## config.mk

```make
export PLATFORM = sky130hd
export DESIGN_NAME = lrf_queue
export DESIGN_NICKNAME = d
export VERILOG_FILES = /design/src/rtl/core/lrf_pkg.sv /design/src/rtl/core/lrf_queue.sv
export SDC_FILE = /design/constraint.sdc
export NUM_CORES = 1
export LEC_CHECK = 0
export ABC_CLOCK_PERIOD_IN_PS = 3700
export BUFFER_PORTS_ARGS = -buffer_cell sky130_fd_sc_hd__buf_2
export CAP_MARGIN = 30
export CELL_PAD_IN_SITES_DETAIL_PLACEMENT = 1
export CELL_PAD_IN_SITES_GLOBAL_PLACEMENT = 1
export CORE_MARGIN = 2
export CORE_UTILIZATION = 40
export DETAILED_ROUTE_END_ITERATION = 8
export PLACE_DENSITY = 0.76
export SLEW_MARGIN = 20
export SYNTH_ARGS = -nofsm -noshare
export SYNTH_HDL_FRONTEND = slang
export SYNTH_SLANG_ARGS = --single-unit
```

## constraint.sdc

```tcl
create_clock -name clk -period 3.7 [get_ports clk]
set_clock_uncertainty 0.15 [all_clocks]
set_input_delay 0.185 -clock clk [delete_from_list [all_inputs] [get_ports clk]]
set_output_delay 0.185 -clock clk [all_outputs]
set_load 0.005 [all_outputs]
```

## src/rtl/core/lrf_pkg.sv

```systemverilog
// ----------------------------------------------------------------------------
// lrf_pkg: shared types and constants of the led ring fade engine
// Level, fade and color constants and the command struct that travels
// from the front end through the command queue to the LED engine.
// ----------------------------------------------------------------------------
`default_nettype none
package lrf_pkg;
	localparam logic [1:0] OP_TICK = 2'd0;
	localparam logic [1:0] OP_ON   = 2'd1;
	localparam logic [1:0] OP_OFF  = 2'd2;

	localparam logic [1:0] VC_SYN1 = 2'd0;

	localparam logic [6:0] DSLOT_KICK  = 7'd0;
	localparam logic [6:0] DSLOT_SNARE = 7'd1;
	localparam logic [6:0] DSLOT_CH    = 7'd6;
	localparam logic [6:0] DSLOT_OH    = 7'd7;

	localparam logic [15:0] LVL_ONE     = 16'd32768;
	localparam logic [15:0] LVL_SEVEN   = 16'd22937;
	localparam logic [15:0] LVL_RESET   = 16'd1638;
	localparam logic [15:0] FADE_NORMAL = 16'd60293;
	localparam logic [15:0] FADE_SLIDE  = 16'd63569;
	localparam logic [15:0] FADE_KICK   = 16'd61603;
	localparam logic [15:0] FADE_CH     = 16'd57671;
	localparam logic [15:0] FADE_OH     = 16'd62259;
	localparam logic [15:0] FADE_PERC   = 16'd60948;

	localparam logic [23:0] HUE_SYN1  = 24'h00C8DC;
	localparam logic [23:0] HUE_SYN2  = 24'hDC00C8;
	localparam logic [23:0] HUE_KICK  = 24'hFFFFFF;
	localparam logic [23:0] HUE_SNARE = 24'hFFDC00;
	localparam logic [23:0] HUE_CH    = 24'h00FF3C;
	localparam logic [23:0] HUE_OH    = 24'h00DC28;
	localparam logic [23:0] HUE_PERC  = 24'hFF7800;

	localparam logic [1:0] CMD_TICK  = 2'd0;
	localparam logic [1:0] CMD_SYNTH = 2'd1;
	localparam logic [1:0] CMD_DRUM  = 2'd2;
	localparam logic [1:0] CMD_OFF   = 2'd3;

	// classified command from the front end
	typedef struct packed {
		logic [1:0]  kind;
		logic [3:0]  led;
		logic [3:0]  arc_first;
		logic [3:0]  arc_last;
		logic [23:0] hue;
		logic [15:0] fade;
		logic        accent;
		logic        slide;
	} cmd_t;
endpackage
`default_nettype wire

```

## src/rtl/core/lrf_queue.sv

```systemverilog
// ----------------------------------------------------------------------------
// lrf_queue: command queue
// Small fifo between the decoder and the LED engine.
// ----------------------------------------------------------------------------
`default_nettype none
module lrf_queue import lrf_pkg::*; (
	input  wire logic clk,
	input  wire logic arst_n,
	input  wire logic push,
	input  wire cmd_t push_data,
	input  wire logic pop,
	output logic      not_empty,
	output logic      not_full,
	output cmd_t      head
);
	cmd_t       mem_q [2];
	logic       wr_q, rd_q;
	logic [1:0] cnt_q;

	assign not_empty = (cnt_q != 2'd0);
	assign not_full  = (cnt_q != 2'd2);
	assign head      = mem_q[rd_q];

	always_ff @(posedge clk) begin
		if (push) mem_q[wr_q] <= push_data;
	end

	always_ff @(posedge clk or negedge arst_n) begin
		if (!arst_n) begin
			wr_q <= 1'b0;
			rd_q <= 1'b0;
			cnt_q <= 2'd0;
		end else begin
			if (push) wr_q <= ~wr_q;
			if (pop) rd_q <= ~rd_q;
			cnt_q <= cnt_q + 2'(push) - 2'(pop);
		end
	end
endmodule
`default_nettype wire

```

==> impl_metrics.env <==
export IMPL_status="complete, no violations"
export IMPL_syn_nets=251
export IMPL_maxCapViolCount=0
export IMPL_crit_chain="mux2_2 > buf_2"
export IMPL_cp_required_ns=3.37
export IMPL_fin_cells=535
export IMPL_relSlewSlack_pct=37.1
export IMPL_num_rows=38
export IMPL_critPathKind="flip-flop to output pin"
export IMPL_start_kind="flip-flop"
export IMPL_die_h_um=108
export IMPL_report_final_setup_viol=0
export IMPL_dieArea_sq_um=11800
export IMPL_slew_viol_final=0
export IMPL_remaining_drc_errors=0
export IMPL_hold_path_startpoint="push_data[54]"
export IMPL_grt_use_total_pct=16.4
export IMPL_min_path_cells=2
export IMPL_tritoncts="built"
export IMPL_area_growth_pct=44.6
export IMPL_fill_cells=1005
export IMPL_cp_slowest_cell="dfrtp_4"
export IMPL_start_util_pct=40.6
export IMPL_clk_latency_ns=0.52
export IMPL_hp_class="input port to flip-flop"
export IMPL_ios=118
export IMPL_dp_cells=443
export IMPL_rsz0062_at_grt="false"
export IMPL_endpoint_kind="output pin"
export IMPL_yosys_area_top_type="edfxtp_1"
export IMPL_wl_per_cell_um=16.7
export IMPL_cellPowerDensity_nw_per_um2=739
export IMPL_ir_worst_vdd_v=0.000405
export IMPL_multi_input_area_sq_um=843
export IMPL_antenna_cells=0
export IMPL_grt_start_max_net_pins=58
export IMPL_drt_initial_drc_count=99
export IMPL_core_sq_um=10700
export IMPL_antenna_found_initial=0
export IMPL_root_buffer="clkbuf_8"
export IMPL_finalSetupTns_ns=0
export IMPL_finalWeightedCongestion=0.659
export IMPL_leakagePower_nw=2.52
export IMPL_grt_pass1_vias=2755
export IMPL_synth_top_cells_by_area="edfxtp_1 77%, mux2_4 10%, mux2_2 6.7%"
export IMPL_globalRoute_totalOverflow=0
export IMPL_reg2regPathDepth=2
export IMPL_arrival_ns=2.15
export IMPL_synth_area_sq_um=4360
export IMPL_io_buffers=117
export IMPL_post_route_util_pct=58.7
export IMPL_synth_seq_cells=116
export IMPL_tightest_slew_ns=0.944
export IMPL_grt_pass1_wl_um=13700
export IMPL_die_x_um=108
export IMPL_drt_pass1_iter_count=4
export IMPL_cpPeakStageDelay_ns=1.05
export IMPL_ys_seq_area_share_pct=79.4
export IMPL_synth_avg_cell_area_sq_um=23.1
export IMPL_clockBufferDepth=2
export IMPL_fin_nets=444
export IMPL_layout_drive_gt1_share_pct=52.9
export IMPL_worst_setup_hold_path_clk_slew_ns=0.06
export IMPL_layout_min_cycle_time_ns=2.49
export IMPL_numCtsBuffers=17
export IMPL_yosysTopAreaCellShare_pct=77.1
export IMPL_final_hold_viol_count=0
export IMPL_synthCells=189
export IMPL_htree_num_levels=4
export IMPL_fin_area_sq_um=6300
export IMPL_num_vias=2420
export IMPL_r2r_start="wr_q"
export IMPL_dp_hpwl_um=5040
export IMPL_worstPathMaxFanout=57
export IMPL_totalWireLength_um=8920
export IMPL_finalCritPeriodShare_pct=67.3
export IMPL_clock_fmax_mhz=402
export IMPL_synth_cell_types=14
export IMPL_startpoint="rd_q"
export IMPL_seq_area_sq_um=3470
export IMPL_numClockSinks=116
export IMPL_synth_warnings=0
export IMPL_antenna_left=0
export IMPL_cts_setup_buffers=0
export IMPL_placed_area_sq_um=5100
export IMPL_via_per_inst=4.52
report_power, final:
part           internal, W  leakage [nW]  total [W]  switching, W
Combinational     0.000656          1.14    0.00105      0.000398
Clock              0.00108         0.282    0.00163      0.000551
Sequential         0.00175          1.10    0.00197      0.000218
Total              0.00349          2.52    0.00466       0.00117
per-stage QoR:
step           total power [W]  hold WS [ns]  setup slack, ns
6_report               0.00466         0.243             1.21
5_1_grt                0.00488         0.231             1.10
4_1_cts                0.00471         0.220             1.17
3_5_place_dp           0.00301        -0.154             1.65
3_3_place_gp           0.00298        -0.156             1.72
2_1_floorplan          0.00260        -0.261            0.177
cells by family after synthesis:
family        after synthesis  share of synthesized area, %
mux                        56                          17.0
xor+xnor                    3                         0.947
buf+inv                     8                          1.43
fa+ha+maj                   2                         0.574
flops                     116                          79.4
simple gates                4                         0.574
critical path: cells and delay by family, from the launching register on:
family | cells | cell delay (ns)
flip-flops | 1 | 1.05
buffers and inverters | 1 | 0.13
multiplexers | 1 | 0.43
cell usage after synthesis, drive strengths merged:
library cell / number
ha: 2
inv: 2
nor2b: 1
xor2: 2
nand2b: 1
and2: 1
buf: 6
edfxtp: 112
mux2: 56
xor3: 1
or2: 1
dfrtp: 4
final timing paths:
kind | end | slack [ns]
max in group asynchronous | rd_q | 2.73
worst max-delay path | head[53] | 1.21
min in group asynchronous | rd_q | 0.47
worst min-delay path | mem_q[0][54] | 0.24
worst max register to register | mem_q[1][24] | 1.66
worst min register to register | wr_q | 0.40
area by class of cell:
type	instances	share of cell area, %
sequential	116	55.0
tap	140	2.78
inverter	2	0.119
timing repair buffer	180	19.2
clock buffer	17	6.57
multi-input combinational	65	13.4
clock inverter	15	3.00
metal layers:
layer | wire (um) | global-route usage (%)
met2 | 4910 | 29.3
met4 | 186 | 8.79
met3 | 514 | 5.42
met5 | 0 | 0
met1 | 3310 | 16.8
registers in the layout (all words and copies together) (netlist names):
name / cells
mem_q: 112
cnt_q: 2
rd_q: 1
wr_q: 1
cell usage in the layout (no fill, tap or decap), drive strengths merged:
| cell type | n |
|---|---|
| bufinv | 4 |
| clkinvlp | 4 |
| mux2 | 56 |
| xor2 | 2 |
| buf | 120 |
| clkinv | 7 |
| edfxtp | 112 |
| ha | 2 |
| dlygate4sd3 | 60 |
| nand2b | 1 |
| or2 | 1 |
| clkbuf | 17 |
| dfrtp | 4 |
| nor2b | 1 |
| xor3 | 1 |
| and2 | 1 |
| inv | 2 |
what timing repair did:
| item | CTS | global route |
|---|---|---|
| endpoints found under the setup margin | 0 | 0 |
| hold buffers | 60 | 0 |
| hold endpoints to repair | 120 | 0 |
| resized for setup | 0 | 0 |
(Power assumes the default switching activity.)
