File: config.mk
export PLATFORM = sky130hd
export DESIGN_NAME = lrf_front
export DESIGN_NICKNAME = d
export VERILOG_FILES = /design/src/rtl/core/lrf_pkg.sv /design/src/rtl/core/lrf_front.sv
export SDC_FILE = /design/constraint.sdc
export NUM_CORES = 1
export LEC_CHECK = 0
export BUFFER_PORTS_ARGS = -buffer_cell sky130_fd_sc_hd__buf_2
export CAP_MARGIN = 20
export CORE_MARGIN = 10
export CORE_UTILIZATION = 35
export DETAILED_ROUTE_END_ITERATION = 7
export GPL_TIMING_DRIVEN = 0
export REMOVE_ABC_BUFFERS = 1
export SLEW_MARGIN = 15
export SYNTH_ARGS = -nofsm -noshare
export SYNTH_HDL_FRONTEND = slang
export SYNTH_SLANG_ARGS = --single-unit
File: constraint.sdc
create_clock -name clk -period 0.8 [get_ports clk]
set_input_delay 0.04 -clock clk [delete_from_list [all_inputs] [get_ports clk]]
set_output_delay 0.04 -clock clk [all_outputs]
set_load 0.02 [all_outputs]
File: src/rtl/core/lrf_pkg.sv
// ----------------------------------------------------------------------------
// lrf_pkg: shared types and constants of the led ring fade engine
// Level, fade and color constants and the command struct that travels
// from the front end through the command queue to the LED engine.
// ----------------------------------------------------------------------------
`default_nettype none
package lrf_pkg;
	localparam logic [1:0] OP_TICK = 2'd0;
	localparam logic [1:0] OP_ON   = 2'd1;
	localparam logic [1:0] OP_OFF  = 2'd2;

	localparam logic [1:0] VC_SYN1 = 2'd0;

	localparam logic [6:0] DSLOT_KICK  = 7'd0;
	localparam logic [6:0] DSLOT_SNARE = 7'd1;
	localparam logic [6:0] DSLOT_CH    = 7'd6;
	localparam logic [6:0] DSLOT_OH    = 7'd7;

	localparam logic [15:0] LVL_ONE     = 16'd32768;
	localparam logic [15:0] LVL_SEVEN   = 16'd22937;
	localparam logic [15:0] LVL_RESET   = 16'd1638;
	localparam logic [15:0] FADE_NORMAL = 16'd60293;
	localparam logic [15:0] FADE_SLIDE  = 16'd63569;
	localparam logic [15:0] FADE_KICK   = 16'd61603;
	localparam logic [15:0] FADE_CH     = 16'd57671;
	localparam logic [15:0] FADE_OH     = 16'd62259;
	localparam logic [15:0] FADE_PERC   = 16'd60948;

	localparam logic [23:0] HUE_SYN1  = 24'h00C8DC;
	localparam logic [23:0] HUE_SYN2  = 24'hDC00C8;
	localparam logic [23:0] HUE_KICK  = 24'hFFFFFF;
	localparam logic [23:0] HUE_SNARE = 24'hFFDC00;
	localparam logic [23:0] HUE_CH    = 24'h00FF3C;
	localparam logic [23:0] HUE_OH    = 24'h00DC28;
	localparam logic [23:0] HUE_PERC  = 24'hFF7800;

	localparam logic [1:0] CMD_TICK  = 2'd0;
	localparam logic [1:0] CMD_SYNTH = 2'd1;
	localparam logic [1:0] CMD_DRUM  = 2'd2;
	localparam logic [1:0] CMD_OFF   = 2'd3;

	// classified command from the front end
	typedef struct packed {
		logic [1:0]  kind;
		logic [3:0]  led;
		logic [3:0]  arc_first;
		logic [3:0]  arc_last;
		logic [23:0] hue;
		logic [15:0] fade;
		logic        accent;
		logic        slide;
	} cmd_t;
endpackage
`default_nettype wire

File: src/rtl/core/lrf_front.sv
// ----------------------------------------------------------------------------
// lrf_front: command decoder
// Maps each accepted event to a target LED, color and fade factor.
// ----------------------------------------------------------------------------
`default_nettype none
module lrf_front import lrf_pkg::*; #(
	parameter int DRUM_SLOTS = 16
) (
	input  wire logic       clk,
	input  wire logic       arst_n,
	input  wire logic       take,
	input  wire logic [1:0] opcode,
	input  wire logic [1:0] voice,
	input  wire logic [6:0] note,
	input  wire logic       accent,
	input  wire logic       slide,
	output logic            cmd_valid_s1,
	output cmd_t            cmd_s1
);
	// note / DRUM_SLOTS as a reciprocal multiply, exact for notes below 128
	localparam int unsigned SLOT_RECIP = (16384 + DRUM_SLOTS - 1) / DRUM_SLOTS;

	logic [6:0]  nclamp, slot, squot;
	logic [20:0] sprod;
	logic [9:0]  prod;
	logic [3:0]  pos, len;
	logic [6:0]  diff;
	logic        is_drum;
	cmd_t        cmd;

	always_comb begin
		nclamp = (note < 7'd24) ? 7'd24 : ((note > 7'd96) ? 7'd96 : note);
		diff   = nclamp - 7'd24;
		len    = (voice == VC_SYN1) ? 4'd6 : 4'd5;
		prod   = 10'(diff) * 10'(len);
		// divide by 60 via small compare ladder: quotient is 0..6
		pos = 4'd0;
		for (int k = 1; k <= 6; k++) begin
			if (prod >= 10'(60 * k)) pos = 4'(k);
		end
		if (pos >= len) pos = len - 4'd1;
		sprod = 21'(note) * 21'(SLOT_RECIP);
		squot = sprod[20:14];
		slot  = note - 7'(32'(squot) * DRUM_SLOTS);
		is_drum = voice[1];

		cmd = '0;
		cmd.accent    = accent;
		cmd.slide     = slide;
		cmd.arc_first = (voice == VC_SYN1) ? 4'd0 : 4'd6;
		cmd.arc_last  = (voice == VC_SYN1) ? 4'd5 : 4'd10;
		cmd.led       = cmd.arc_first + pos;
		cmd.hue       = (voice == VC_SYN1) ? HUE_SYN1 : HUE_SYN2;
		cmd.fade      = slide ? FADE_SLIDE : FADE_NORMAL;
		unique case (opcode)
			OP_TICK: cmd.kind = CMD_TICK;
			OP_ON:   cmd.kind = is_drum ? CMD_DRUM : CMD_SYNTH;
			default: cmd.kind = CMD_OFF;
		endcase
		if (is_drum && opcode == OP_ON) begin
			case (slot)
				DSLOT_KICK: begin
					cmd.led = 4'd11; cmd.hue = HUE_KICK; cmd.fade = FADE_KICK;
				end
				DSLOT_SNARE: begin
					cmd.led = 4'd12; cmd.hue = HUE_SNARE; cmd.fade = FADE_NORMAL;
				end
				DSLOT_CH: begin
					cmd.led = 4'd13; cmd.hue = HUE_CH; cmd.fade = FADE_CH;
				end
				DSLOT_OH: begin
					cmd.led = 4'd14; cmd.hue = HUE_OH; cmd.fade = FADE_OH;
				end
				default: begin
					cmd.led = 4'd15; cmd.hue = HUE_PERC; cmd.fade = FADE_PERC;
				end
			endcase
		end
	end

	// drum note off and opcode three produce nothing
	always_ff @(posedge clk or negedge arst_n) begin
		if (!arst_n) begin
			cmd_valid_s1 <= 1'b0;
		end else begin
			cmd_valid_s1 <= take && (opcode == OP_TICK || opcode == OP_ON ||
				(opcode == OP_OFF && !is_drum));
		end
	end

	always_ff @(posedge clk) begin
		cmd_s1 <= cmd;
	end
endmodule
`default_nettype wire

==> impl_metrics.prom, run 1 <==
# TYPE chip_impl_metric gauge
chip_impl_info{name="post_synth_main_area_contributors",value="dfxtp_1, buf_4, ha_1"} 1
chip_impl_metric{name="netlist.area_leader.share",unit="%"} 33.0
chip_impl_metric{name="global_route.usage.met1",unit="%"} 10.8
chip_impl_metric{name="final.min_clock_period",unit="ns"} 4.54
chip_impl_metric{name="drt-pass1-iter-count",unit=""} 5
chip_impl_info{name="synth.most_common_cell",value="dfxtp_1"} 1
chip_impl_metric{name="iteration_0_drc_count_of_the_detailed_router",unit=""} 53
chip_impl_metric{name="synth_area_per_cell",unit="µm²"} 8.88
chip_impl_metric{name="powerDensity",unit="nW/µm²"} 2510
chip_impl_metric{name="htree_num_levels",unit=""} 2
chip_impl_metric{name="irDropWorstVdd",unit="µV"} 1410
chip_impl_metric{name="slew_violations",unit=""} 0
chip_impl_info{name="hold-path-endpoint",value="cmd_s1[55]$_SDFF_PP1_"} 1
chip_impl_info{name="outcome",value="complete, but fails checks"} 1
chip_impl_metric{name="insertedDiodeCount",unit=""} 0
chip_impl_info{name="main_flop_type_after_synthesis",value="dfxtp_1"} 1
chip_impl_info{name="timing.critical_path.from",value="note[2]"} 1
chip_impl_metric{name="synth.ff_latch_count",unit=""} 35
chip_impl_metric{name="setup_violators_final",unit=""} 20
chip_impl_info{name="root_buffer_cell",value="clkbuf_8"} 1
chip_impl_metric{name="worst_path_largest_cell_delay",unit="ns"} 0.59
chip_impl_info{name="start_point_of_the_worst_min_delay_path",value="voice[1]"} 1
chip_impl_metric{name="wire_per_inst",unit="µm"} 14.1
chip_impl_metric{name="detailroute.via_count",unit=""} 1785
chip_impl_metric{name="final_hold_viol_count",unit=""} 0
chip_impl_metric{name="postLayoutSetupSlackWorst",unit="ns"} -3.74
chip_impl_metric{name="grt_pass1_vias",unit=""} 1716
chip_impl_metric{name="routabilityCongestion",unit=""} 0.770
chip_impl_metric{name="post_synth_edffs",unit=""} 0
chip_impl_info{name="rsz_0062_raised_after_global_routing",value="true"} 1
chip_impl_metric{name="synth_warnings",unit=""} 0
chip_impl_metric{name="die_height",unit="µm"} 96.7
chip_impl_metric{name="fp.coreArea",unit="µm²"} 5610
chip_impl_info{name="critical_path.startpoint_type",value="input pin"} 1
chip_impl_metric{name="yosysSeqAreaShare",unit="%"} 34.3
chip_impl_metric{name="finish.net_count",unit=""} 340
chip_impl_metric{name="timing.max_cap.violations",unit=""} 0
chip_impl_info{name="crit_path_frequent_cell",value="inv_2"} 1
chip_impl_info{name="crit_chain",value="buf_8, or4_4, o211ai_1, o21a_1, and2_4, nand2_2, fa_2, inv_2, ha_4, a21o_4, a221oi_4, xnor2_2, buf_4, or3b_4, o211ai_2, ha_4, a21oi_4, inv_2, a21boi_2, ha_2, inv_2, fa_2, a21oi_1"} 1
chip_impl_info{name="worstSetupPathType",value="in2reg"} 1
chip_impl_metric{name="synth-async-reset-ratio",unit="%"} 2.86
chip_impl_metric{name="synth_cells",unit=""} 232
chip_impl_info{name="critical_path.endpoint_type",value="flip-flop"} 1
chip_impl_metric{name="global_route.overflow_total",unit=""} 0
chip_impl_metric{name="drt_drc_violations_left",unit=""} 0
chip_impl_metric{name="row_count",unit=""} 27
chip_impl_metric{name="worst_hold_path_cell_count",unit=""} 3
chip_impl_metric{name="cp.required",unit="ns"} 0.98
chip_impl_metric{name="critical_path_arrival",unit="ns"} 4.72
chip_impl_metric{name="synth_area",unit="µm²"} 2060
chip_impl_metric{name="cts_sinks",unit=""} 35
chip_impl_info{name="tritoncts",value="yes"} 1
chip_impl_metric{name="leakagePower",unit="nW"} 1.46
chip_impl_metric{name="buffer_ports.inserted",unit=""} 66
chip_impl_metric{name="clock_tree.buffer_depth",unit=""} 2
chip_impl_info{name="worst_hold_path_type",value="in2reg"} 1
chip_impl_metric{name="grt_antenna_before_repair",unit=""} 0
chip_impl_metric{name="slew_headroom",unit="%"} 67.1
chip_impl_metric{name="tritoncts_buffer_count",unit=""} 5
chip_impl_metric{name="grt_util_met2",unit="%"} 18.5
chip_impl_info{name="cp_slowest_cell",value="fa_2"} 1
chip_impl_metric{name="fmaxAchievable",unit="MHz"} 220
chip_impl_info{name="synthDominantAreaCellType",value="dfxtp_1"} 1
chip_impl_metric{name="io-pin-count",unit=""} 73
chip_impl_metric{name="fraction_of_layout_cells_with_a_size_suffix_above_1",unit="%"} 53.3
chip_impl_metric{name="wirelength",unit="µm"} 5320
chip_impl_metric{name="postRouteAntennaNets",unit=""} 0
chip_impl_info{name="synth.cells.most_frequent",value="dfxtp_1, buf_4, nand2_1"} 1
chip_impl_info{name="failed_checks",value="setup timing"} 1
chip_impl_metric{name="fill_cells",unit=""} 476
chip_impl_metric{name="grtUsageMet3",unit="%"} 3.69
chip_impl_metric{name="grt_first_pass_wirelength",unit="µm"} 8180
chip_impl_info{name="top_usage_layer",value="met2"} 1
chip_impl_metric{name="min_period_over_period",unit="%"} 567
chip_impl_metric{name="design.die.area",unit="µm²"} 9350
chip_impl_metric{name="place_hpwl",unit="µm"} 3730
chip_impl_metric{name="tightestPinTransition",unit="ns"} 0.489
chip_impl_metric{name="fin_total_pwr",unit="W"} 0.00787
chip_impl_metric{name="die-width",unit="µm"} 96.7
chip_impl_metric{name="grt.total_usage",unit="%"} 10.2
chip_impl_metric{name="instances_no_fill",unit=""} 378
chip_impl_metric{name="dpl.cell_count",unit=""} 346
chip_impl_metric{name="cts.clk_slew.worst_paths",unit="ns"} 0.07
chip_impl_metric{name="start_util",unit="%"} 36.7
chip_impl_metric{name="via_density",unit=""} 4.72
chip_impl_metric{name="critPathMaxFanout",unit=""} 3
chip_impl_metric{name="synth_cell_types",unit=""} 49
chip_impl_metric{name="maximum_number_of_pins_on_one_net_before_global_route_repair",unit=""} 17
chip_impl_metric{name="area_growth",unit="%"} 52.2
[where the power goes]
part | switching (W) | total (W) | internal [W]
combinational | 0.00211 | 0.00427 | 0.00216
sequential | 0.0000888 | 0.00204 | 0.00195
clock | 0.000634 | 0.00156 | 0.000927
total | 0.00283 | 0.00787 | 0.00504
[per-stage QoR]
| stage | hold WS [ns] | area (µm²) | worst slack (ns) | TNS (ns) | util, % |
|---|---|---|---|---|---|
| finish | 0.0274 | 3130 | -3.74 | -14.27 | 55.9 |
| global route | 0.0496 | 3130 | -3.91 | -15.54 | 55.9 |
| CTS | 0.0186 | 2840 | -3.82 | -14.79 | 50.6 |
| detailed placement | -0.185 | 2290 | -4.73 | -25.15 | 40.9 |
| global placement | -0.184 | 2290 | -4.70 | -25.01 | 40.9 |
| floorplan | -0.256 | 1870 | -4.00 | -16.59 | - |
[worst max path at each step]
stage | end | slack (ns) | cells past startpoint
6_report | cmd_s1[52]$_DFF_P_ | -3.74 | 23
5_1_grt | cmd_s1[52]$_DFF_P_ | -3.91 | 23
4_1_cts | cmd_s1[52]$_DFF_P_ | -3.82 | 23
3_5_place_dp | cmd_s1[52]$_DFF_P_ | -4.73 | 23
3_3_place_gp | cmd_s1[52]$_DFF_P_ | -4.70 | 23
2_1_floorplan | cmd_s1[52]$_DFF_P_ | -4.00 | 22
[final cells by class]
cell class	instances	area (µm²)	area share, %
clock buffers	5	68.8	2.20
clock inverters	3	43.8	1.40
inverters	21	81.3	2.59
multi-input cells	152	1310	41.6
flip-flops and latches	35	732	23.4
well taps	72	90.1	2.87
repair buffers	90	813	25.9
[repair_timing]
item	4_1_cts	5_1_grt
endpoints found under the hold margin	6	0
pin swaps	21	17
endpoints found under the setup margin	51	59
resized for setup	92	73
setup buffers	12	7
hold buffers	6	0
[per-layer routing]
layer / part of all wire [%] / vias up
met4: 1.6 / 0
met3: 5.3 / 7
met2: 52 / 54
li1: - / 901
met5: 0 / -
met1: 41 / 823
[sequential cells by signal, summed over array words and instances, names as in the netlist]
| name | flops |
|---|---|
| cmd_s1 | 34 |
| cmd_valid_s1 | 1 |
[critical path, delay by kind of cell]
family                   cells  cell delay [ns]
adder cells (fa/ha/maj)      5             1.68
AO/OA/AOI/OAI                8             1.34
AND/OR/NAND/NOR              4             1.12
buffers and inverters        5             0.35
XOR/XNOR                     1             0.17
[cells in the final DEF (no fill, tap or decap), drive strengths merged, types with 3 or more instances in the layout]
cell type	instances
a211oi	3
a21o	5
a21oi	13
and2	4
buf	84
clkbuf	5
conb	7
dfxtp	34
dlygate4sd3	5
fa	6
ha	13
inv	21
nand2	22
nand2b	5
nor2	17
nor4b	3
o211ai	4
o21ai	14
or2	3
or4	4
xor2	3
[kinds of logic (layout without fill, tap and decap cells)]
kind of cell    count (synthesis)  count (layout)  share of synthesized area [%]
other cells                     2               7                          0.365
simple gates                   68              68                           17.0
xor+xnor                        5               5                           2.13
buf+inv                        50             119                           13.9
fa+ha+maj                      21              21                           14.7
compound gates                 51              51                           17.7
flops                          35              35                           34.3
(Power assumes the default switching activity.)
==> inputs of run 2 (changes only) <==
==> constraint.sdc (replaced) <==
create_clock -name clk -period 0.8 [get_ports clk]
set_input_delay 0.24 -clock clk [delete_from_list [all_inputs] [get_ports clk]]
set_output_delay 0.24 -clock clk [all_outputs]
set_load 0.02 [all_outputs]
==> impl_metrics.prom, run 2 (synthesis gave the netlist of run 1 again) <==
# TYPE chip_impl_metric gauge
chip_impl_metric{name="final_hold_viol_count",unit=""} 0
chip_impl_metric{name="finish.net_count",unit=""} 346
chip_impl_metric{name="place_hpwl",unit="µm"} 3730
chip_impl_metric{name="grt_first_pass_wirelength",unit="µm"} 9210
chip_impl_info{name="outcome",value="complete, but fails checks"} 1
chip_impl_metric{name="area_growth",unit="%"} 65.7
chip_impl_metric{name="postLayoutSetupSlackWorst",unit="ns"} -4.05
chip_impl_info{name="cp_slowest_cell",value="fa_2"} 1
chip_impl_metric{name="start_util",unit="%"} 36.7
chip_impl_metric{name="fin_area",unit="µm²"} 3410
chip_impl_metric{name="die-width",unit="µm"} 96.7
chip_impl_info{name="layout_commonest_cell",value="buf_6"} 1
chip_impl_metric{name="met2RoutedLength",unit="µm"} 3580
chip_impl_metric{name="grt_pass1_vias",unit=""} 1820
chip_impl_metric{name="maximum_number_of_pins_on_one_net_before_global_route_repair",unit=""} 17
chip_impl_info{name="root_buffer_cell",value="clkbuf_8"} 1
chip_impl_metric{name="tritoncts_buffer_count",unit=""} 5
chip_impl_info{name="regMostFlops",value="cmd_s1"} 1
chip_impl_metric{name="final.min_clock_period",unit="ns"} 4.85
chip_impl_metric{name="htree_num_levels",unit=""} 2
chip_impl_info{name="worstSetupPathType",value="in2reg"} 1
chip_impl_metric{name="global_route.overflow_total",unit=""} 0
chip_impl_info{name="rsz_0062_raised_after_global_routing",value="true"} 1
chip_impl_metric{name="powerDensity",unit="nW/µm²"} 2330
chip_impl_metric{name="fraction_of_layout_cells_with_a_size_suffix_above_1",unit="%"} 64.7
chip_impl_metric{name="final_worst_hold_slack",unit="ns"} 0.0464
chip_impl_metric{name="slew_violations",unit=""} 0
chip_impl_metric{name="leakagePower",unit="nW"} 1.54
chip_impl_info{name="highest_signal_layer_in_the_routed_design",value="met4"} 1
chip_impl_metric{name="fmaxAchievable",unit="MHz"} 206
chip_impl_metric{name="insertedDiodeCount",unit=""} 0
chip_impl_metric{name="row_count",unit=""} 27
chip_impl_metric{name="irDropWorstVdd",unit="µV"} 1380
chip_impl_metric{name="tightestPinTransition",unit="ns"} 0.489
chip_impl_metric{name="drt_drc_violations_left",unit=""} 0
chip_impl_info{name="critical_path.endpoint_type",value="flip-flop"} 1
chip_impl_metric{name="critPathMaxFanout",unit=""} 3
chip_impl_metric{name="detail_route.wirelength.met1",unit="µm"} 2670
chip_impl_metric{name="wl_met3",unit="µm"} 375
chip_impl_metric{name="cts_sinks",unit=""} 35
chip_impl_info{name="largestRegisters",value="cmd_s1 (34), cmd_valid_s1 (1)"} 1
chip_impl_metric{name="setup_violators_final",unit=""} 80
chip_impl_metric{name="postRouteAntennaNets",unit=""} 0
chip_impl_metric{name="fp.coreArea",unit="µm²"} 5610
chip_impl_metric{name="layout.core_utilization",unit="%"} 60.9
chip_impl_metric{name="min_period_over_period",unit="%"} 606
chip_impl_info{name="layout_common_cells",value="buf_6, dfxtp_2, buf_4"} 1
chip_impl_metric{name="wire_per_inst",unit="µm"} 17.5
chip_impl_metric{name="cp.required",unit="ns"} 0.99
chip_impl_metric{name="critical_path_arrival",unit="ns"} 5.03
chip_impl_info{name="tritoncts",value="yes"} 1
chip_impl_metric{name="seqCellArea",unit="µm²"} 754
chip_impl_metric{name="instances_no_fill",unit=""} 384
chip_impl_metric{name="routabilityCongestion",unit=""} 0.770
chip_impl_metric{name="dpl.cell_count",unit=""} 346
chip_impl_metric{name="clock_tree.buffer_depth",unit=""} 2
chip_impl_metric{name="buffer_ports.inserted",unit=""} 66
chip_impl_info{name="worst_hold_path_type",value="in2reg"} 1
chip_impl_metric{name="timing.max_cap.violations",unit=""} 0
chip_impl_metric{name="cts.clk_slew.worst_paths",unit="ns"} 0.08
chip_impl_metric{name="detailroute.via_count",unit=""} 1897
chip_impl_metric{name="multiInputGateArea",unit="µm²"} 1400
chip_impl_metric{name="fill_cells",unit=""} 420
chip_impl_info{name="crit_chain",value="buf_8, or4_4, o211ai_1, o21a_1, and2_4, nand2_2, fa_2, inv_2, ha_4, a21o_4, a221oi_4, xnor2_2, buf_4, or3b_4, o211ai_2, ha_1, a21oi_2, inv_1, a21boi_2, ha_2, inv_2, fa_1, a21oi_2"} 1
chip_impl_metric{name="pre_cts_slack",unit="ns"} -4.93
chip_impl_metric{name="grt.total_usage",unit="%"} 11.4
chip_impl_info{name="critical_path.startpoint_type",value="input pin"} 1
chip_impl_metric{name="iteration_0_drc_count_of_the_detailed_router",unit=""} 94
chip_impl_metric{name="drt-pass1-iter-count",unit=""} 4
chip_impl_metric{name="slew_headroom",unit="%"} 67.1
chip_impl_metric{name="io-pin-count",unit=""} 73
chip_impl_metric{name="placed_cell_area",unit="µm²"} 2290
chip_impl_metric{name="wirelength",unit="µm"} 6730
chip_impl_metric{name="worst_path_largest_cell_delay",unit="ns"} 0.58
chip_impl_metric{name="via_density",unit=""} 4.94
chip_impl_metric{name="die_height",unit="µm"} 96.7
chip_impl_metric{name="design.die.area",unit="µm²"} 9350
chip_impl_info{name="failed_checks",value="setup timing"} 1
chip_impl_metric{name="grt_antenna_before_repair",unit=""} 0
chip_impl_metric{name="largest_register_ffs",unit=""} 34
-- run 2: cell types whose count changed in the layout (fill, tap and decap cells not counted), moves of 6 or more --
cell	delta
buf_4	-14
nor2_4	+6
dfxtp_2	+18
dfxtp_1	-18
buf_6	+25
-- run 2: layout make-up --
type | instances | share of cell area, %
Tap cell | 72 | 2.64
Multi-Input combinational cell | 152 | 40.9
Inverter | 21 | 2.46
Clock buffer | 5 | 2.02
Timing Repair Buffer | 96 | 28.6
Sequential cell | 35 | 22.1
Clock inverter | 3 | 1.28
-- run 2: worst paths after layout --
kind                         start                     end  slack, ns  cells past startpoint
max in group asynchronous   arst_n  cmd_valid_s1$_DFF_PN0_       0.47                      2
hold / removal              accent       cmd_s1[1]$_DFF_P_       0.05                      1
min in group asynchronous   arst_n  cmd_valid_s1$_DFF_PN0_       0.24                      2
setup / recovery           note[0]      cmd_s1[52]$_DFF_P_      -4.05                     23
-- run 2: per-stage QoR --
| step | TNS [ns] | total power [W] |
|---|---|---|
| finish | -32.39 | 0.00796 |
| global route | -34.65 | 0.00844 |
| CTS | -25.91 | 0.00729 |
| detailed placement | -31.12 | 0.00473 |
| global placement | -30.97 | 0.00468 |
| floorplan | -23.34 | 0.00406 |
-- run 2: timing repair --
| item | in CTS | in global routing |
|---|---|---|
| buffers inserted | 16 | 13 |
| pin swaps | 28 | 33 |
| endpoints found under the setup margin | 79 | 74 |
| gates resized for setup | 193 | 48 |
| hold endpoints to repair | 1 | 0 |
| hold buffers | 1 | 0 |
-- run 2: metal layers --
layer  track usage, %  up-vias
met5                0        -
met4             3.04        0
met3             3.55       12
met2             22.0       66
met1             11.4      906
li1                 -      913
-- run 2: where the power goes --
group | switching (W) | leakage (nW) | total [W] | internal [W]
logic | 0.00209 | 1.19 | 0.00425 | 0.00216
clock network | 0.000712 | 0.0581 | 0.00164 | 0.000929
registers | 0.000109 | 0.299 | 0.00207 | 0.00196
total | 0.00291 | 1.54 | 0.00796 | 0.00505
-- run 2: critical path: cells and delay by family --
family | cells | cell delay (ns)
AO/OA/AOI/OAI | 8 | 1.39
XOR/XNOR | 1 | 0.17
buffers and inverters | 5 | 0.39
AND/OR/NAND/NOR | 4 | 1.13
adder cells (fa/ha/maj) | 5 | 1.71
==> inputs of run 3 (changes only) <==
--- a/config.mk
+++ b/config.mk
@@ -5,6 +5,7 @@
 export SDC_FILE = /design/constraint.sdc
 export NUM_CORES = 1
 export LEC_CHECK = 0
+export ABC_AREA = 1
 export BUFFER_PORTS_ARGS = -buffer_cell sky130_fd_sc_hd__buf_2
 export CAP_MARGIN = 20
 export CORE_MARGIN = 10
==> impl_metrics.prom, run 3 <==
# TYPE chip_impl_metric gauge
chip_impl_info{name="regMostFlops",value="cmd_s1"} 1
chip_impl_metric{name="wirelength",unit="µm"} 6460
chip_impl_metric{name="iteration_0_drc_count_of_the_detailed_router",unit=""} 62
chip_impl_metric{name="cts_sinks",unit=""} 35
chip_impl_metric{name="synth_fa_ha_area_share",unit="%"} 13.7
chip_impl_metric{name="global_route.usage.met1",unit="%"} 13.7
chip_impl_info{name="root_buffer_cell",value="clkbuf_8"} 1
chip_impl_metric{name="synth_cell_types",unit=""} 29
chip_impl_metric{name="irDropWorstVdd",unit="µV"} 1950
chip_impl_metric{name="synth_area",unit="µm²"} 2070
chip_impl_metric{name="synth_compound_area_share",unit="%"} 7.13
chip_impl_info{name="critical_path.endpoint_type",value="flip-flop"} 1
chip_impl_metric{name="fp.coreArea",unit="µm²"} 5610
chip_impl_metric{name="finish.net_count",unit=""} 404
chip_impl_metric{name="tritoncts_buffer_count",unit=""} 5
chip_impl_metric{name="synth_cells",unit=""} 277
chip_impl_metric{name="critical_path_arrival",unit="ns"} 4.52
chip_impl_metric{name="yosys-mux-area-fraction",unit="%"} 0
chip_impl_info{name="main_flop_type_after_synthesis",value="dfxtp_1"} 1
chip_impl_metric{name="grt.total_usage",unit="%"} 13.0
chip_impl_metric{name="synth-async-reset-ratio",unit="%"} 2.86
chip_impl_metric{name="post_synthesis_share_of_cell_area_spent_on_xor_and_xnor_gates",unit="%"} 0.846
chip_impl_metric{name="critPathMaxFanout",unit=""} 4
chip_impl_metric{name="yosysSeqAreaShare",unit="%"} 34.1
chip_impl_metric{name="buffer_ports.inserted",unit=""} 66
chip_impl_metric{name="cp.required",unit="ns"} 0.98
chip_impl_metric{name="die_height",unit="µm"} 96.9
chip_impl_metric{name="design.die.area",unit="µm²"} 9390
chip_impl_info{name="layout_common_cells",value="buf_6, inv_1, nand2_1"} 1
chip_impl_metric{name="final.min_clock_period",unit="ns"} 4.34
chip_impl_info{name="worst_hold_path_type",value="in2reg"} 1
chip_impl_metric{name="setup_violators_final",unit=""} 78
chip_impl_metric{name="drt-pass1-iter-count",unit=""} 5
chip_impl_metric{name="instances_no_fill",unit=""} 442
chip_impl_info{name="layout_commonest_cell",value="buf_6"} 1
chip_impl_info{name="critical_path.startpoint_type",value="input pin"} 1
chip_impl_metric{name="row_count",unit=""} 27
chip_impl_metric{name="start_util",unit="%"} 36.9
chip_impl_metric{name="synth_area_per_cell",unit="µm²"} 7.48
chip_impl_metric{name="synth.ff_latch_count",unit=""} 35
chip_impl_metric{name="timing.max_cap.violations",unit=""} 0
chip_impl_metric{name="grt_pass1_vias",unit=""} 2229
chip_impl_info{name="synth.cells.most_frequent",value="nand2_1, inv_1, dfxtp_1"} 1
chip_impl_metric{name="pre_cts_slack",unit="ns"} -4.44
chip_impl_metric{name="cts.clk_slew.worst_paths",unit="ns"} 0.07
chip_impl_metric{name="grt_antenna_before_repair",unit=""} 0
chip_impl_metric{name="fill_cells",unit=""} 425
chip_impl_info{name="top_usage_layer",value="met2"} 1
chip_impl_info{name="post_synth_main_area_contributors",value="dfxtp_1, nand2_1, inv_1"} 1
chip_impl_metric{name="grtUsageMet3",unit="%"} 2.98
chip_impl_metric{name="postRouteAntennaNets",unit=""} 0
chip_impl_metric{name="slew_violations",unit=""} 0
chip_impl_metric{name="final_worst_hold_slack",unit="ns"} 0.0535
chip_impl_metric{name="insertedDiodeCount",unit=""} 0
chip_impl_info{name="synthDominantAreaCellType",value="dfxtp_1"} 1
chip_impl_metric{name="grt_first_pass_wirelength",unit="µm"} 10600
chip_impl_metric{name="detailroute.via_count",unit=""} 2033
chip_impl_info{name="largestRegisters",value="cmd_s1 (34), cmd_valid_s1 (1)"} 1
chip_impl_metric{name="area_growth",unit="%"} 72.5
chip_impl_info{name="worstSetupPathType",value="in2reg"} 1
chip_impl_metric{name="maximum_number_of_pins_on_one_net_before_global_route_repair",unit=""} 14
chip_impl_metric{name="io-pin-count",unit=""} 73
chip_impl_metric{name="post_synth_edffs",unit=""} 0
chip_impl_metric{name="largest_register_ffs",unit=""} 34
chip_impl_metric{name="fmaxAchievable",unit="MHz"} 231
chip_impl_metric{name="synth_simple_gate_area_share",unit="%"} 26.9
chip_impl_metric{name="die-width",unit="µm"} 96.9
chip_impl_metric{name="via_density",unit=""} 4.60
chip_impl_info{name="tritoncts",value="yes"} 1
chip_impl_info{name="synth.most_common_cell",value="nand2_1"} 1
chip_impl_metric{name="postLayoutSetupSlackWorst",unit="ns"} -3.54
chip_impl_metric{name="fraction_of_layout_cells_with_a_size_suffix_above_1",unit="%"} 62.7
chip_impl_metric{name="clock_tree.buffer_depth",unit=""} 2
chip_impl_info{name="failed_checks",value="setup timing"} 1
chip_impl_metric{name="global_route.overflow_total",unit=""} 0
chip_impl_metric{name="htree_num_levels",unit=""} 2
chip_impl_info{name="main_combinational_cell_family_by_area_after_synthesis",value="simple AND/OR/NAND/NOR gates"} 1
chip_impl_metric{name="leakagePower",unit="nW"} 1.78
chip_impl_metric{name="wire_per_inst",unit="µm"} 14.6
chip_impl_metric{name="dpl.cell_count",unit=""} 398
chip_impl_metric{name="drt_drc_violations_left",unit=""} 0
chip_impl_metric{name="synth_warnings",unit=""} 0
chip_impl_metric{name="routabilityCongestion",unit=""} 0.815
chip_impl_metric{name="min_period_over_period",unit="%"} 542
chip_impl_metric{name="final_hold_viol_count",unit=""} 0
chip_impl_metric{name="grt_util_met2",unit="%"} 24.1
chip_impl_info{name="outcome",value="complete, but fails checks"} 1
chip_impl_metric{name="powerDensity",unit="nW/µm²"} 2290
chip_impl_metric{name="place_hpwl",unit="µm"} 3970
chip_impl_metric{name="setup_total_negative_slack",unit="ns"} -26.88
chip_impl_metric{name="netlist.area_leader.share",unit="%"} 32.9
chip_impl_info{name="rsz_0062_raised_after_global_routing",value="true"} 1
run 3: cell types whose count changed after synthesis, moves of 5 or more:
cell      previous run  this run
nand2_1             22        58
inv_1               19        47
nand3_1              1        20
nor2_1              17        27
a21oi_1             12         3
nand2_2              0         7
a21o_1               5         0
clkbuf_1             5         0
nand2b_1             5         0
nand4_1              0         5
run 3: path summary, 6_finish.rpt:
| path | startpoint | to | slack (ns) | depth (start not counted) |
|---|---|---|---|---|
| min in group asynchronous | arst_n | cmd_valid_s1$_DFF_PN0_ | 0.25 | 2 |
| max in group asynchronous | arst_n | cmd_valid_s1$_DFF_PN0_ | 0.47 | 2 |
| max | note[6] | cmd_s1[52]$_DFF_P_ | -3.54 | 28 |
| min | accent | cmd_s1[1]$_DFF_P_ | 0.05 | 1 |
run 3: cell type report:
cell class / instances / area [µm²] / area share, %
Inverter: 50 / 198 / 5.53
Tap cell: 72 / 90.1 / 2.52
Clock buffer: 5 / 68.8 / 1.93
Clock inverter: 3 / 67.6 / 1.89
Sequential cell: 35 / 754 / 21.1
Timing Repair Buffer: 102 / 1020 / 28.7
Multi-Input combinational cell: 175 / 1370 / 38.4
run 3: where the power goes:
part           leakage [nW]  switching (W)  internal, W
Sequential            0.299       0.000120      0.00197
Clock                0.0644       0.000641      0.00124
Combinational          1.41        0.00226      0.00196
run 3: logic make-up after synthesis:
| family | after synthesis |
|---|---|
| compound gates | 23 |
| xor+xnor | 2 |
| fa+ha+maj | 19 |
| buf+inv | 72 |
| flops | 35 |
| other cells | 2 |
| simple gates | 124 |
run 3: per-layer routing:
| layer | routed length [µm] | vias to the layer above | part of all wire [%] |
|---|---|---|---|
| met5 | 0 | - | 0 |
| met4 | 166 | 0 | 2.6 |
| met3 | 317 | 13 | 4.9 |
| met2 | 3430 | 73 | 53 |
| met1 | 2550 | 937 | 39 |
| li1 | - | 1010 | - |
run 3: metrics by stage:
| step | utilization, % | instance area [µm²] | power [W] |
|---|---|---|---|
| floorplan | - | 1920 | 0.00411 |
| global placement | 41.8 | 2340 | 0.00476 |
| detailed placement | 41.8 | 2340 | 0.00479 |
| CTS | 61.4 | 3450 | 0.00778 |
| global route | 63.7 | 3570 | 0.00876 |
| finish | 63.7 | 3570 | 0.00819 |
run 3: timing repair:
action / CTS / global route
setup endpoints to repair: 76 / 79
resized for setup: 237 / 32
endpoints found under the hold margin: 1 / 0
hold buffers: 1 / 0
pin swaps: 40 / 27
cloned: 0 / 0
buffers inserted: 37 / 3
run 3: worst max-delay path: stages:
cell	delay [ns]
buf_2	0.12
nand2_2	0.07
o21bai_4	0.18
o21ai_2	0.08
inv_2	0.08
buf_4	0.13
buf_4	0.12
buf_4	0.12
nor2_2	0.08
fa_1	0.46
ha_4	0.32
buf_4	0.14
xor2_4	0.22
nand2_1	0.10
nand3_1	0.12
nand3_2	0.10
nor2_1	0.10
o21ai_1	0.09
and2_1	0.17
ha_1	0.26
o21ai_1	0.13
nand2_1	0.07
nand2_2	0.08
a21boi_4	0.20
ha_4	0.15
inv_2	0.03
fa_1	0.48
o21ai_1	0.06
